### src/hdl/palette_indexed_blit_defines.svh
// Assertion macros used by the blitter top module.
`ifndef PALETTE_INDEXED_BLIT_DEFINES_SVH
`define PALETTE_INDEXED_BLIT_DEFINES_SVH

// Same-cycle implication, sampled on clk, off during rst.
`define PIB_ASSERT_NOW(label, ante, cons, msg) \
  label: assert property (@(posedge clk) disable iff (rst) (ante) |-> (cons)) \
    else $error(msg);

// Next-cycle implication, sampled on clk, off during rst.
`define PIB_ASSERT_NEXT(label, ante, cons, msg) \
  label: assert property (@(posedge clk) disable iff (rst) (ante) |=> (cons)) \
    else $error(msg);

`endif

### src/hdl/pib_pkg.sv
package pib_pkg;

  localparam int PALETTE_DEPTH = 256;
  localparam int PAL_AW        = (PALETTE_DEPTH > 1) ? $clog2(PALETTE_DEPTH) : 1;
  localparam int OFFSET_BITS   = 20;

  localparam int INDEX_W = 8;
  localparam int COLOR_W = 16;
  localparam int DIM_W   = 12;
  localparam int ORG_W   = 11;
  localparam int CNT_W   = 11;
  localparam int START_W = ORG_W + DIM_W + 1;

  localparam int CFG_IDX_W  = 3;
  localparam int CFG_DATA_W = 12;

  localparam logic [DIM_W-1:0] DIM_MAX = DIM_W'(2048);

  typedef enum logic [CFG_IDX_W-1:0] {
    REG_DEST_STRIDE  = 3'd0,
    REG_IMAGE_WIDTH  = 3'd1,
    REG_IMAGE_HEIGHT = 3'd2,
    REG_ORIGIN_X     = 3'd3,
    REG_ORIGIN_Y     = 3'd4
  } pib_reg_t;

  typedef enum logic {
    ACT_PAL_WRITE = 1'b0,
    ACT_PIXEL     = 1'b1
  } pib_action_t;

  typedef struct packed {
    logic [OFFSET_BITS-1:0] offset;
    logic                   last;
  } pib_pos_t;

  function automatic logic [DIM_W-1:0] clamp_dim(input logic [DIM_W-1:0] v);
    logic [DIM_W-1:0] r;
    if (v == '0) begin
      r = DIM_W'(1);
    end else if (v > DIM_MAX) begin
      r = DIM_MAX;
    end else begin
      r = v;
    end
    return r;
  endfunction

endpackage

### src/hdl/pib_ifs.sv


interface pib_cfg_if import pib_pkg::*; ();
  logic                  valid;
  logic                  ready;
  logic [CFG_IDX_W-1:0]  index;
  logic [CFG_DATA_W-1:0] data;

  modport source (output valid, index, data, input ready);
  modport sink (input valid, index, data, output ready);
endinterface

### src/hdl/pib_offset_gen.sv
module pib_offset_gen import pib_pkg::*; (
  input  logic       clk,
  input  logic       rst,
  pib_cfg_if.sink    cfg,
  input  logic       step,
  output pib_pos_t   pos,
  output logic       busy
);

  logic [DIM_W-1:0] dest_stride;
  logic [DIM_W-1:0] image_width;
  logic [DIM_W-1:0] image_height;
  logic [ORG_W-1:0] origin_x;
  logic [ORG_W-1:0] origin_y;

  logic [DIM_W-1:0]       width_eff;
  logic [DIM_W-1:0]       height_eff;
  logic [OFFSET_BITS-1:0] start_offset;
  logic [OFFSET_BITS-1:0] row_skip;
  logic                   cfg_hold;

  logic [CNT_W-1:0]       column_count;
  logic [CNT_W-1:0]       row_count;
  logic [OFFSET_BITS-1:0] next_offset;

  logic [START_W-1:0]     start_raw;
  logic                   frame_first;
  logic [OFFSET_BITS-1:0] cur_offset;
  logic [DIM_W-1:0]       column_inc;
  logic [DIM_W-1:0]       row_inc;
  logic                   column_end;
  logic                   row_end;
  logic                   cfg_acc;

  assign cfg.ready = 1'b1;
  assign cfg_acc   = cfg.valid && cfg.ready;

  always_ff @(posedge clk) begin
    if (rst) begin
      dest_stride  <= DIM_W'(320);
      image_width  <= DIM_W'(320);
      image_height <= DIM_W'(200);
      origin_x     <= ORG_W'(0);
      origin_y     <= ORG_W'(20);
    end else if (cfg_acc) begin
      unique case (cfg.index)
        REG_DEST_STRIDE:  dest_stride  <= cfg.data[DIM_W-1:0];
        REG_IMAGE_WIDTH:  image_width  <= cfg.data[DIM_W-1:0];
        REG_IMAGE_HEIGHT: image_height <= cfg.data[DIM_W-1:0];
        REG_ORIGIN_X:     origin_x     <= cfg.data[ORG_W-1:0];
        REG_ORIGIN_Y:     origin_y     <= cfg.data[ORG_W-1:0];
        default: ;
      endcase
    end
  end

  // hold off all input, pixels and palette writes, while derived values settle after a register write or reset
  always_ff @(posedge clk) begin
    if (rst) begin
      cfg_hold <= 1'b1;
    end else begin
      cfg_hold <= cfg_acc;
    end
  end

  assign start_raw = START_W'(origin_y) * START_W'(dest_stride) + START_W'(origin_x);

  always_ff @(posedge clk) begin
    width_eff    <= clamp_dim(image_width);
    height_eff   <= clamp_dim(image_height);
    start_offset <= OFFSET_BITS'(start_raw);
    row_skip     <= OFFSET_BITS'(dest_stride) - OFFSET_BITS'(clamp_dim(image_width))
                    + OFFSET_BITS'(1);
  end

  assign busy        = cfg_hold;
  assign frame_first = (column_count == '0) && (row_count == '0);
  assign cur_offset  = frame_first ? start_offset : next_offset;
  assign column_inc  = {1'b0, column_count} + DIM_W'(1);
  assign row_inc     = {1'b0, row_count} + DIM_W'(1);
  assign column_end  = column_inc >= width_eff;
  assign row_end     = row_inc >= height_eff;

  assign pos.offset = cur_offset;
  assign pos.last   = column_end && row_end;

  always_ff @(posedge clk) begin
    if (rst) begin
      column_count <= '0;
      row_count    <= '0;
      next_offset  <= '0;
    end else if (step) begin
      next_offset <= cur_offset + (column_end ? row_skip : OFFSET_BITS'(1));
      if (column_end) begin
        column_count <= '0;
        row_count    <= row_end ? '0 : row_inc[CNT_W-1:0];
      end else begin
        column_count <= column_inc[CNT_W-1:0];
      end
    end
  end

endmodule
### src/flat_wrapper.sv
// flat-port wrapper written by rule: the top's interface ports become plain ports
module pib_offset_gen_flat import pib_pkg::*;
  (clk, rst, step, pos, busy, cfg_valid, cfg_index, cfg_data, cfg_ready);
  pib_cfg_if cfg_i ();
  input  logic clk;
  input  logic rst;
  input  logic step;
  output pib_pos_t pos;
  output logic busy;
  input wire logic [$bits(cfg_i.valid)-1:0] cfg_valid;
  input wire logic [$bits(cfg_i.index)-1:0] cfg_index;
  input wire logic [$bits(cfg_i.data)-1:0] cfg_data;
  output wire logic [$bits(cfg_i.ready)-1:0] cfg_ready;
  assign cfg_i.valid = cfg_valid;
  assign cfg_i.index = cfg_index;
  assign cfg_i.data = cfg_data;
  assign cfg_ready = cfg_i.ready;
  pib_offset_gen u_core (.clk(clk), .rst(rst), .cfg(cfg_i), .step(step), .pos(pos), .busy(busy));
endmodule
### config.mk
export PLATFORM = sky130hd
export DESIGN_NAME = pib_offset_gen_flat
export DESIGN_NICKNAME = d
export VERILOG_FILES = /design/src/hdl/palette_indexed_blit_defines.svh /design/src/hdl/pib_pkg.sv /design/src/hdl/pib_ifs.sv /design/src/hdl/pib_offset_gen.sv /design/src/flat_wrapper.sv
export SDC_FILE = /design/constraint.sdc
export NUM_CORES = 1
export LEC_CHECK = 0
export ABC_CLOCK_PERIOD_IN_PS = 5600
export BUFFER_PORTS_ARGS = -buffer_cell sky130_fd_sc_hd__buf_4
export CAP_MARGIN = 20
export CORE_ASPECT_RATIO = 0.8
export CORE_MARGIN = 2
export CORE_UTILIZATION = 64
export CTS_CLUSTER_DIAMETER = 60
export DETAILED_ROUTE_END_ITERATION = 12
export GPL_ROUTABILITY_DRIVEN = 0
export PLACE_DENSITY = 0.84
export SLEW_MARGIN = 20
export SYNTH_ARGS = -nofsm -noshare
export SYNTH_HDL_FRONTEND = slang
export SYNTH_SLANG_ARGS = --single-unit
### constraint.sdc
create_clock -name clk -period 5.6 [get_ports clk]
set_clock_uncertainty 0.2 [all_clocks]
set_input_delay 0.84 -clock clk [delete_from_list [all_inputs] [get_ports clk]]
set_output_delay 0.84 -clock clk [all_outputs]
set_load 0.01 [all_outputs]
Word-level counts from Yosys, hierarchy flattened
Index checks and enable logic that the tools add are counted.

Register bits: 165. Bits of input ports: 19. Output and inout port bits: 23.

Add/subtract/negate cells: 6. Multiply operators: 1. Order comparisons: 4. Equality and inequality tests: 4. Mux-type cells: 7. Reductions and logical operators: 14.

Operator list (count): $mux W20 (2); $mux W12 (3); $add A11 B1 Y12 const B (2); $ge A12 B12 Y1 (2); $gt A12 B12 Y1 const B (2); $logic_not A12 Y1 (2); $logic_not A11 Y1 (2); $mux W11 (2); $add A20 B1 Y20 const B (1); $add A20 B11 Y20 (1); $add A20 B20 Y20 (1); $mul A11 B12 Y20 (1); $sub A12 B12 Y13 (1); $reduce_and A2 Y1 (6); $eq A3 B2 Y1 const B (2); $eq A3 B1 Y1 const B (1); $eq A3 B3 Y1 const B (1); $logic_not A3 Y1 (1); $logic_and A1 B1 Y1 (2); $reduce_or A2 Y1 (1).

Longest topological paths before layout
Gate-level depths: netlist of the first run.

Word-level depth: 5. Depth in mapped cells: 21.

Worst setup path after synthesis of the first run
No wires, ideal clock.

Kind: flip-flop to flip-flop. Start: reg u_core.dest_stride[9]. End: reg u_core.start_offset[18]. Arrival: 4.830 ns. Path slack: 0.497 ns. Cell stages (with the launch flop): 21. Cell sequence: dfxtp_1 -> clkbuf_1 -> nand2_1 -> fa_1 -> inv_1 -> fa_1 -> inv_1 -> fa_1 -> inv_1 -> fa_1 -> inv_1 -> fa_1 -> inv_1 -> ha_1 -> and3_1 -> a31oi_1 -> o21ai_0 -> a21oi_1 -> o21ai_0 -> a21oi_1 -> xnor2_1.

Cells in the longest elaborated chain, start to end: 2.

Ends and longest elaborated chain: start: declaration (line pib_offset_gen.sv:10) `logic [DIM_W-1:0] dest_stride;`; start signal: assignment (line pib_offset_gen.sv:47) `REG_DEST_STRIDE: dest_stride <= cfg.data[DIM_W-1:0];`; $mul A11 B12 Y20 (line pib_offset_gen.sv:66) `assign start_raw = START_W'(origin_y) * START_W'(dest_stride) + START_W'(origin_x);`; $add A20 B11 Y20 (line pib_offset_gen.sv:66); via u_core.start_raw[18] (line pib_offset_gen.sv:26) `logic [START_W-1:0] start_raw;`; end signal: assignment (line pib_offset_gen.sv:71) `start_offset <= OFFSET_BITS'(start_raw);`; end: declaration (line pib_offset_gen.sv:18) `logic [OFFSET_BITS-1:0] start_offset;`.

The timed path passes the listed nets, and every way through them passes these cells. A chain may end at the register's enable or synchronous reset.

Worst setup path after layout of the first run
Start: reg u_core.column_count[2]. End: reg u_core.next_offset[14].

Cells in the longest elaborated chain, start to end: 4. Elaborated cells between the ends (all ways): 7. Those cells by class: add/sub: 2; order compare: 1; mux: 2; reduce/logical: 2.

Ends and longest elaborated chain: start: declaration (line pib_offset_gen.sv:22) `logic [CNT_W-1:0] column_count;`; start signal: assignment (line pib_offset_gen.sv:98) `column_count <= column_inc[CNT_W-1:0];`; $add A11 B1 Y12 / $logic_not A11 Y1 (equally long branches) (line pib_offset_gen.sv:79, pib_offset_gen.sv:77); $ge A12 B12 Y1 / $logic_and A1 B1 Y1 (equally long branches) (line pib_offset_gen.sv:81, pib_offset_gen.sv:77); $mux W20, on equally long branches (line pib_offset_gen.sv:93, pib_offset_gen.sv:78); $add A20 B20 Y20 * (line pib_offset_gen.sv:93) `next_offset <= cur_offset + (column_end ? row_skip : OFFSET_BITS'(1));`; end signal: assignment (line pib_offset_gen.sv:93); end: declaration (line pib_offset_gen.sv:24) `logic [OFFSET_BITS-1:0] next_offset;`.

Mark *: on every way between the ends. The rest lies on a longest branch, timed or not.

==> results_dict.tcl, run 1 <==
set metrics [dict create \
    status "complete, no violations" \
    slowest_delay_ns 0.47 \
    crit_path_end "u_core.next_offset[14]" \
    cts_tree "done" \
    postLayoutCellArea_um2 13900 \
    dp_hpwl_um 22980 \
    syn_inst 1510 \
    r2r_end "u_core.next_offset[14]" \
    r2r_cells 19 \
    cts_buffers 17 \
    reg2reg_slack_ns 0.29 \
    drt_iter0_markers 954 \
    slew_headroom_pct 42.74 \
    min_period_ns 5.315 \
    yosys-top-cells-count "nand2_1 (251), inv_1 (204), dfxtp_1 (165)" \
    rsz0062_at_grt "false" \
    synth_most_common_cell "nand2_1" \
    ys_ff_latch 165 \
    clk_pin_slew_ns 0.08 \
    row_count 46 \
    nNetsFinal 1755 \
    cts_hold_buffers 0 \
    die_y_um 130.0 \
    synth_top_area_cell "dfxtp_1" \
    grt_pass1_wl_um 51920 \
    seq_area_frac_synth_pct 26.02 \
    syn_area_per_cell_um2 8.406 \
    grt_max_degree 61 \
    clk_latency_ns 0.45 \
    cts_sinks 165 \
    critPathMostFrequentCell "and3_1" \
    cts-root-buf "clkbuf_16" \
    wire_per_inst_um 17.22 \
    boundaryPins 42 \
    wirelength_um 31080 \
    critPathKind "reg -> reg" \
    drtPass1Iterations 5 \
    tightest_slew_ns 0.8536 \
    syn-num-nets 1737 \
    syn-cell-area_um2 12690 \
    leakagePower_nw 6.555 \
    drive_above_1_share_pct 8.696 \
    htreeDepth 4 \
    crit_chain "and3_1 > and3_1 > and3_1 > and3_1 > xor2_1 > ha_1 > a21o_1 > a211oi_1 > a221oi_2 > buf_4 > and2_1 > ha_1 > a21o_1 > a2111o_1 > a31oi_2 > o21ai_0 > xor2_1 > mux2i_1 > nor2_1" \
    setup_viol 0 \
    critPathTopFamily "compound AO/OA/AOI/OAI gates" \
    antenna_found_initial 0 \
    io_buffer_count 40 \
    grt_pass1_vias 10400 \
    period_share_pct 94.90 \
    die_w_um 161.5 \
    area_growth_pct 9.522 \
    drc_errors 0 \
    synth_top_area_share_pct 26.02 \
    start_util_pct 64.68 \
    timing.rr.start "u_core.column_count[2]" \
    placed_area_um2 13260 \
    fmax_mhz 188.2 \
    grtUsageTotal_pct 31.48 \
    hold_class "reg -> reg" \
    drv_cap 0 \
    arrival_ns 5.45 \
    clockBufferDepth 2 \
    synth.distinct_cells 68 \
    critPathMaxFanout 17 \
    async_flop_share_pct 0 \
    cp.buffers_inverters 1 \
    grt_overflow_total 0 \
    peakVddDrop_v 0.0001714 \
    via_count 10540 \
    via_per_inst 5.837 \
    worstPathRequired_ns 5.73 \
    cp_num_cells 19 \
    synth.area.top_cells "dfxtp_1 (26%), fa_1 (16%), ha_1 (11%), nand2_1 (7.4%), inv_1 (6.0%)" \
    hold_viol 0 \
    place_inst 1773 \
    synth_edf_count 0 \
    slew_violations 0 \
    synth_warnings 0 \
    core_um2 19630 \
    worstSetupStartpoint "u_core.column_count[2]" \
    synthFlopType "dfxtp_1" \
    stdcell_count 1805 \
    ant_nets 0 \
    slowest_stage "a2111o_1" \
    setup_tns_ns 0 \
    critPathLaunchType "register" \
    crit_path_end_kind "register" \
    diodes 0 \
    power.density_nw_per_um2 220.3 \
    die_area_um2 20980 \
]
## registers in the layout (all words and copies together), names as in the netlist
signal	cells
u_core.image_width	12
u_core.height_eff	12
u_core.busy	1
u_core.row_count	11
u_core.width_eff	12
u_core.image_height	12
u_core.next_offset	20
u_core.origin_y	11
u_core.column_count	11
u_core.start_offset	20
u_core.row_skip	20
u_core.dest_stride	12
u_core.origin_x	11
## power by group
part	internal, mW	leakage, nW	switching, mW	total, mW
combinational	0.224	4.91	0.324	0.547
sequential	1.25	1.35	0.0404	1.29
clock	0.615	0.298	0.610	1.23
## area by class of cell
type	instances	area, um2
tap	264	330.3
inverter	205	769.5
clock inverter	15	195.2
timing repair buffer	66	495.5
sequential	165	3304
fill	1471	5724
multi-input combinational	1073	8382
clock buffer	17	425.4
## what timing repair did
item | in CTS | in global routing
setup endpoints to repair | 0 | 12
setup buffers | 0 | 0
gates resized for setup | 0 | 6
## how the worst min path moves through the flow
stage / from / to / slack (ns) / depth (start not counted)
2_1_floorplan: u_core.image_height[11] / u_core.height_eff[10] / 0.23 / 1
3_3_place_gp: u_core.image_width[11] / u_core.width_eff[11] / 0.18 / 0
3_5_place_dp: u_core.image_width[11] / u_core.width_eff[11] / 0.18 / 0
4_1_cts: u_core.image_width[11] / u_core.width_eff[11] / 0.20 / 0
5_1_grt: u_core.image_width[11] / u_core.width_eff[11] / 0.21 / 0
6_report: u_core.image_width[11] / u_core.width_eff[11] / 0.20 / 0
## placed cells by master, fill, tap and decap left out, types with 4 or more instances in the layout
master	n
and3_1	18
a21o_1	22
inv_1	204
nand3_1	35
nor3_1	10
nor3b_1	7
a211oi_1	13
o21ai_0	32
nor2b_1	22
a31oi_1	8
o211ai_1	6
nand4_1	4
nand2b_1	7
o21bai_1	4
buf_4	66
clkbuf_16	17
nor4_1	10
o21a_1	14
mux2_2	20
clkinv_8	5
and2_1	63
fa_1	100
inv_8	5
ha_1	108
dfxtp_1	164
nor2_1	54
nand3b_1	12
mux2i_1	15
nand2_1	251
a21oi_1	103
xnor2_1	47
or3_1	4
o32ai_1	4
a41oi_1	4
xor2_1	27
## logic make-up after synthesis
family,count (synthesis),synth area share (%)
other,1,0.02954
and+or+nand+nor,515,19.45
DFF,165,26.02
xor gates and xnor gates,74,5.106
muxes,35,2.957
buffers and inverters,272,8.132
AOI/OAI and AO/OA,240,11.89
adders and majority gates,208,26.42
## stage by stage
stage | worst slack (ns) | total power, mW | hold WS [ns] | util [%]
2_1_floorplan | 0.4974 | 1.681 | 0.2306 | -
3_3_place_gp | 0.3566 | 1.831 | 0.1795 | 67.56
3_5_place_dp | 0.2167 | 1.844 | 0.1802 | 67.56
4_1_cts | 0.1046 | 3.059 | 0.1969 | 70.72
5_1_grt | 0.03327 | 3.181 | 0.2082 | 70.83
6_report | 0.2854 | 3.063 | 0.2032 | 70.83
## per-layer routing
metal	global-route usage (%)	vias to the layer above	share of wire (%)
met1	41.10	5054	43
met2	53.14	446	47
met5	0	-	0
li1	-	4947	-
met4	10.87	0	3.1
met3	5.976	88	7.1
No activity file was read; power rests on OpenSTA's default activity.
==> run 2: changes to the inputs <==
--- a/config.mk
+++ b/config.mk
@@ -5,16 +5,16 @@
 export SDC_FILE = /design/constraint.sdc
 export NUM_CORES = 1
 export LEC_CHECK = 0
-export ABC_CLOCK_PERIOD_IN_PS = 5600
+export ABC_CLOCK_PERIOD_IN_PS = 4800
 export BUFFER_PORTS_ARGS = -buffer_cell sky130_fd_sc_hd__buf_4
 export CAP_MARGIN = 20
 export CORE_ASPECT_RATIO = 0.8
 export CORE_MARGIN = 2
-export CORE_UTILIZATION = 64
+export CORE_UTILIZATION = 58
 export CTS_CLUSTER_DIAMETER = 60
 export DETAILED_ROUTE_END_ITERATION = 12
 export GPL_ROUTABILITY_DRIVEN = 0
-export PLACE_DENSITY = 0.84
+export PLACE_DENSITY = 0.8
 export SLEW_MARGIN = 20
 export SYNTH_ARGS = -nofsm -noshare
 export SYNTH_HDL_FRONTEND = slang
==> constraint.sdc (replaced) <==
create_clock -name clk -period 4.8 [get_ports clk]
set_clock_uncertainty 0.2 [all_clocks]
set_input_delay 0.72 -clock clk [delete_from_list [all_inputs] [get_ports clk]]
set_output_delay 0.72 -clock clk [all_outputs]
set_load 0.01 [all_outputs]
==> results_dict.tcl, run 2 (synthesis results as in run 1) <==
set metrics [dict create \
    boundaryPins 42 \
    hold_class "reg -> reg" \
    drc_errors 0 \
    postLayoutCellArea_um2 15230 \
    placed_area_um2 13740 \
    period_share_pct 101.8 \
    total_power_mw 3.623 \
    drt_iter0_markers 894 \
    slowest_stage "fa_2" \
    drv_cap 0 \
    leakagePower_nw 7.042 \
    antenna_found_initial 0 \
    die_w_um 169.4 \
    row_count 48 \
    setup_tns_ns -0.2144 \
    start_util_pct 59.04 \
    cp_num_cells 18 \
    grt_overflow_total 0 \
    nNetsFinal 1833 \
    io_buffer_count 40 \
    hold_viol 0 \
    cts_tree "done" \
    grtUsageTotal_pct 30.37 \
    status "complete, but fails checks" \
    cts_sinks 165 \
    setup_viol 3 \
    crit_chain "buf_6 > nand2_2 > fa_1 > fa_2 > inv_1 > ha_1 > inv_1 > fa_1 > inv_1 > fa_1 > ha_4 > o21a_1 > o21a_1 > and3_1 > a21oi_2 > o21bai_1 > a21oi_1 > xnor2_1" \
    final_common_cell "nand2_1" \
    drtPass1Iterations 5 \
    whs_ns 0.1867 \
    r2r_cells 18 \
    clockBufferDepth 2 \
    reg2reg_slack_ns -0.09 \
    critPathKind "reg -> reg" \
    cts-root-buf "clkbuf_16" \
    final_cell_mix "nand2_1 (243), inv_1 (191), dfxtp_1 (141)" \
    worstPathRequired_ns 4.97 \
    peakVddDrop_v 0.0002414 \
    timing.rr.start "u_core.origin_y[4]" \
    reg_top3 "u_core.next_offset x20, u_core.row_skip x20, u_core.start_offset x20" \
    violations "setup timing" \
    slew_headroom_pct 47.66 \
    crit_path_end "u_core.start_offset[16]" \
    wire_per_inst_um 18.52 \
    htreeDepth 4 \
    dp_hpwl_um 24480 \
    dp_slack_ns -0.2447 \
    crit_path_end_kind "register" \
    clk_latency_ns 0.44 \
    critPathLaunchType "register" \
    critPathMaxFanout 8 \
    power.density_nw_per_um2 237.9 \
    cts_buffers 17 \
    die_area_um2 23090 \
    grt_pass1_wl_um 54790 \
    arrival_ns 5.06 \
    rsz0062_at_grt "true" \
    drive_above_1_share_pct 21.93 \
    fmax_mhz 204.6 \
    r2r_end "u_core.start_offset[16]" \
    grt_pass1_vias 10810 \
    min_period_ns 4.888 \
    cp.buffers_inverters 4 \
    wirelength_um 35080 \
    grt_max_degree 68 \
    slowest_delay_ns 0.56 \
    critPathTopFamily "adder cells" \
    clk_pin_slew_ns 0.07 \
    core_um2 21500 \
    via_count 10990 \
    area_growth_pct 20.01 \
    tightest_slew_ns 0.7802 \
    die_y_um 136.3 \
    worst_slack_ns -0.08849 \
    via_per_inst 5.800 \
    diodes 0 \
    slew_violations 0 \
    ant_nets 0 \
    worstSetupStartpoint "u_core.origin_y[4]" \
]
[run 2: cell types whose count changed in the layout (fill, tap and decap cells not counted), sizes merged]
| cell | before | now |
|---|---|---|
| clkinvlp | 1 | 4 |
| clkinv | 6 | 5 |
| buf | 66 | 144 |
| clkbuf | 17 | 18 |
| inv | 213 | 210 |
[run 2: how the worst min path moves through the flow]
stage	from	end	slack, ns	depth (start not counted)
after floorplan	u_core.image_height[11]	u_core.height_eff[10]	0.23	1
after global placement	u_core.image_width[11]	u_core.width_eff[11]	0.18	0
after detailed placement	u_core.image_width[11]	u_core.width_eff[11]	0.18	0
after CTS	u_core.image_width[11]	u_core.width_eff[11]	0.19	0
after global routing	u_core.image_width[11]	u_core.width_eff[11]	0.20	0
final	u_core.image_width[11]	u_core.width_eff[11]	0.19	0
[run 2: repair_timing]
item | 4_1_cts | 5_1_grt
hold buffers | 0 | 0
pin swaps | 36 | 56
endpoints found under the setup margin | 20 | 22
resized for setup | 62 | 120
buffers inserted | 8 | 19
hold endpoints to repair | 0 | 0
cloned | 0 | 1
[run 2: per-layer routing]
layer / global-route usage [%] / wire [um] / vias to the layer above
met1: 40.42 / 14950 / 5332
met4: 10.40 / 1198 / 0
met2: 50.09 / 16620 / 452
met5: 0 / 0 / -
met3: 5.590 / 2310 / 100
li1: - / - / 5101
[run 2: layout make-up]
cell class | instances | area [um2]
inverter | 205 | 769.5
clock inverter | 14 | 136.4
multi-input combinational | 1073 | 9060
timing repair buffer | 144 | 1126
tap | 275 | 344.1
clock buffer | 18 | 439.2
fill | 1541 | 6267
sequential | 165 | 3358
[run 2: stage by stage]
stage | utilization (%) | instances
final | 70.85 | 1894
after global routing | 70.85 | 1894
after CTS | 67.85 | 1876
after detailed placement | 63.91 | 1836
after global placement | 63.91 | 1836
after floorplan | - | 1510
[run 2: worst reg2reg max path, delay by kind of cell (launching register included)]
family,cells,cell delay [ns]
AO/OA/AOI/OAI,5,0.85
XOR/XNOR,1,0.14
adder cells (fa/ha/maj),6,2.65
buffers and inverters,4,0.31
flip-flops,1,0.40
AND/OR/NAND/NOR,2,0.26
[run 2: power by group]
group          switching (mW)  total (mW)  leakage, nW  internal [mW]
Clock                   0.656        1.36        0.271          0.699
Combinational           0.434       0.768         5.41          0.333
Sequential             0.0449        1.50         1.36           1.46
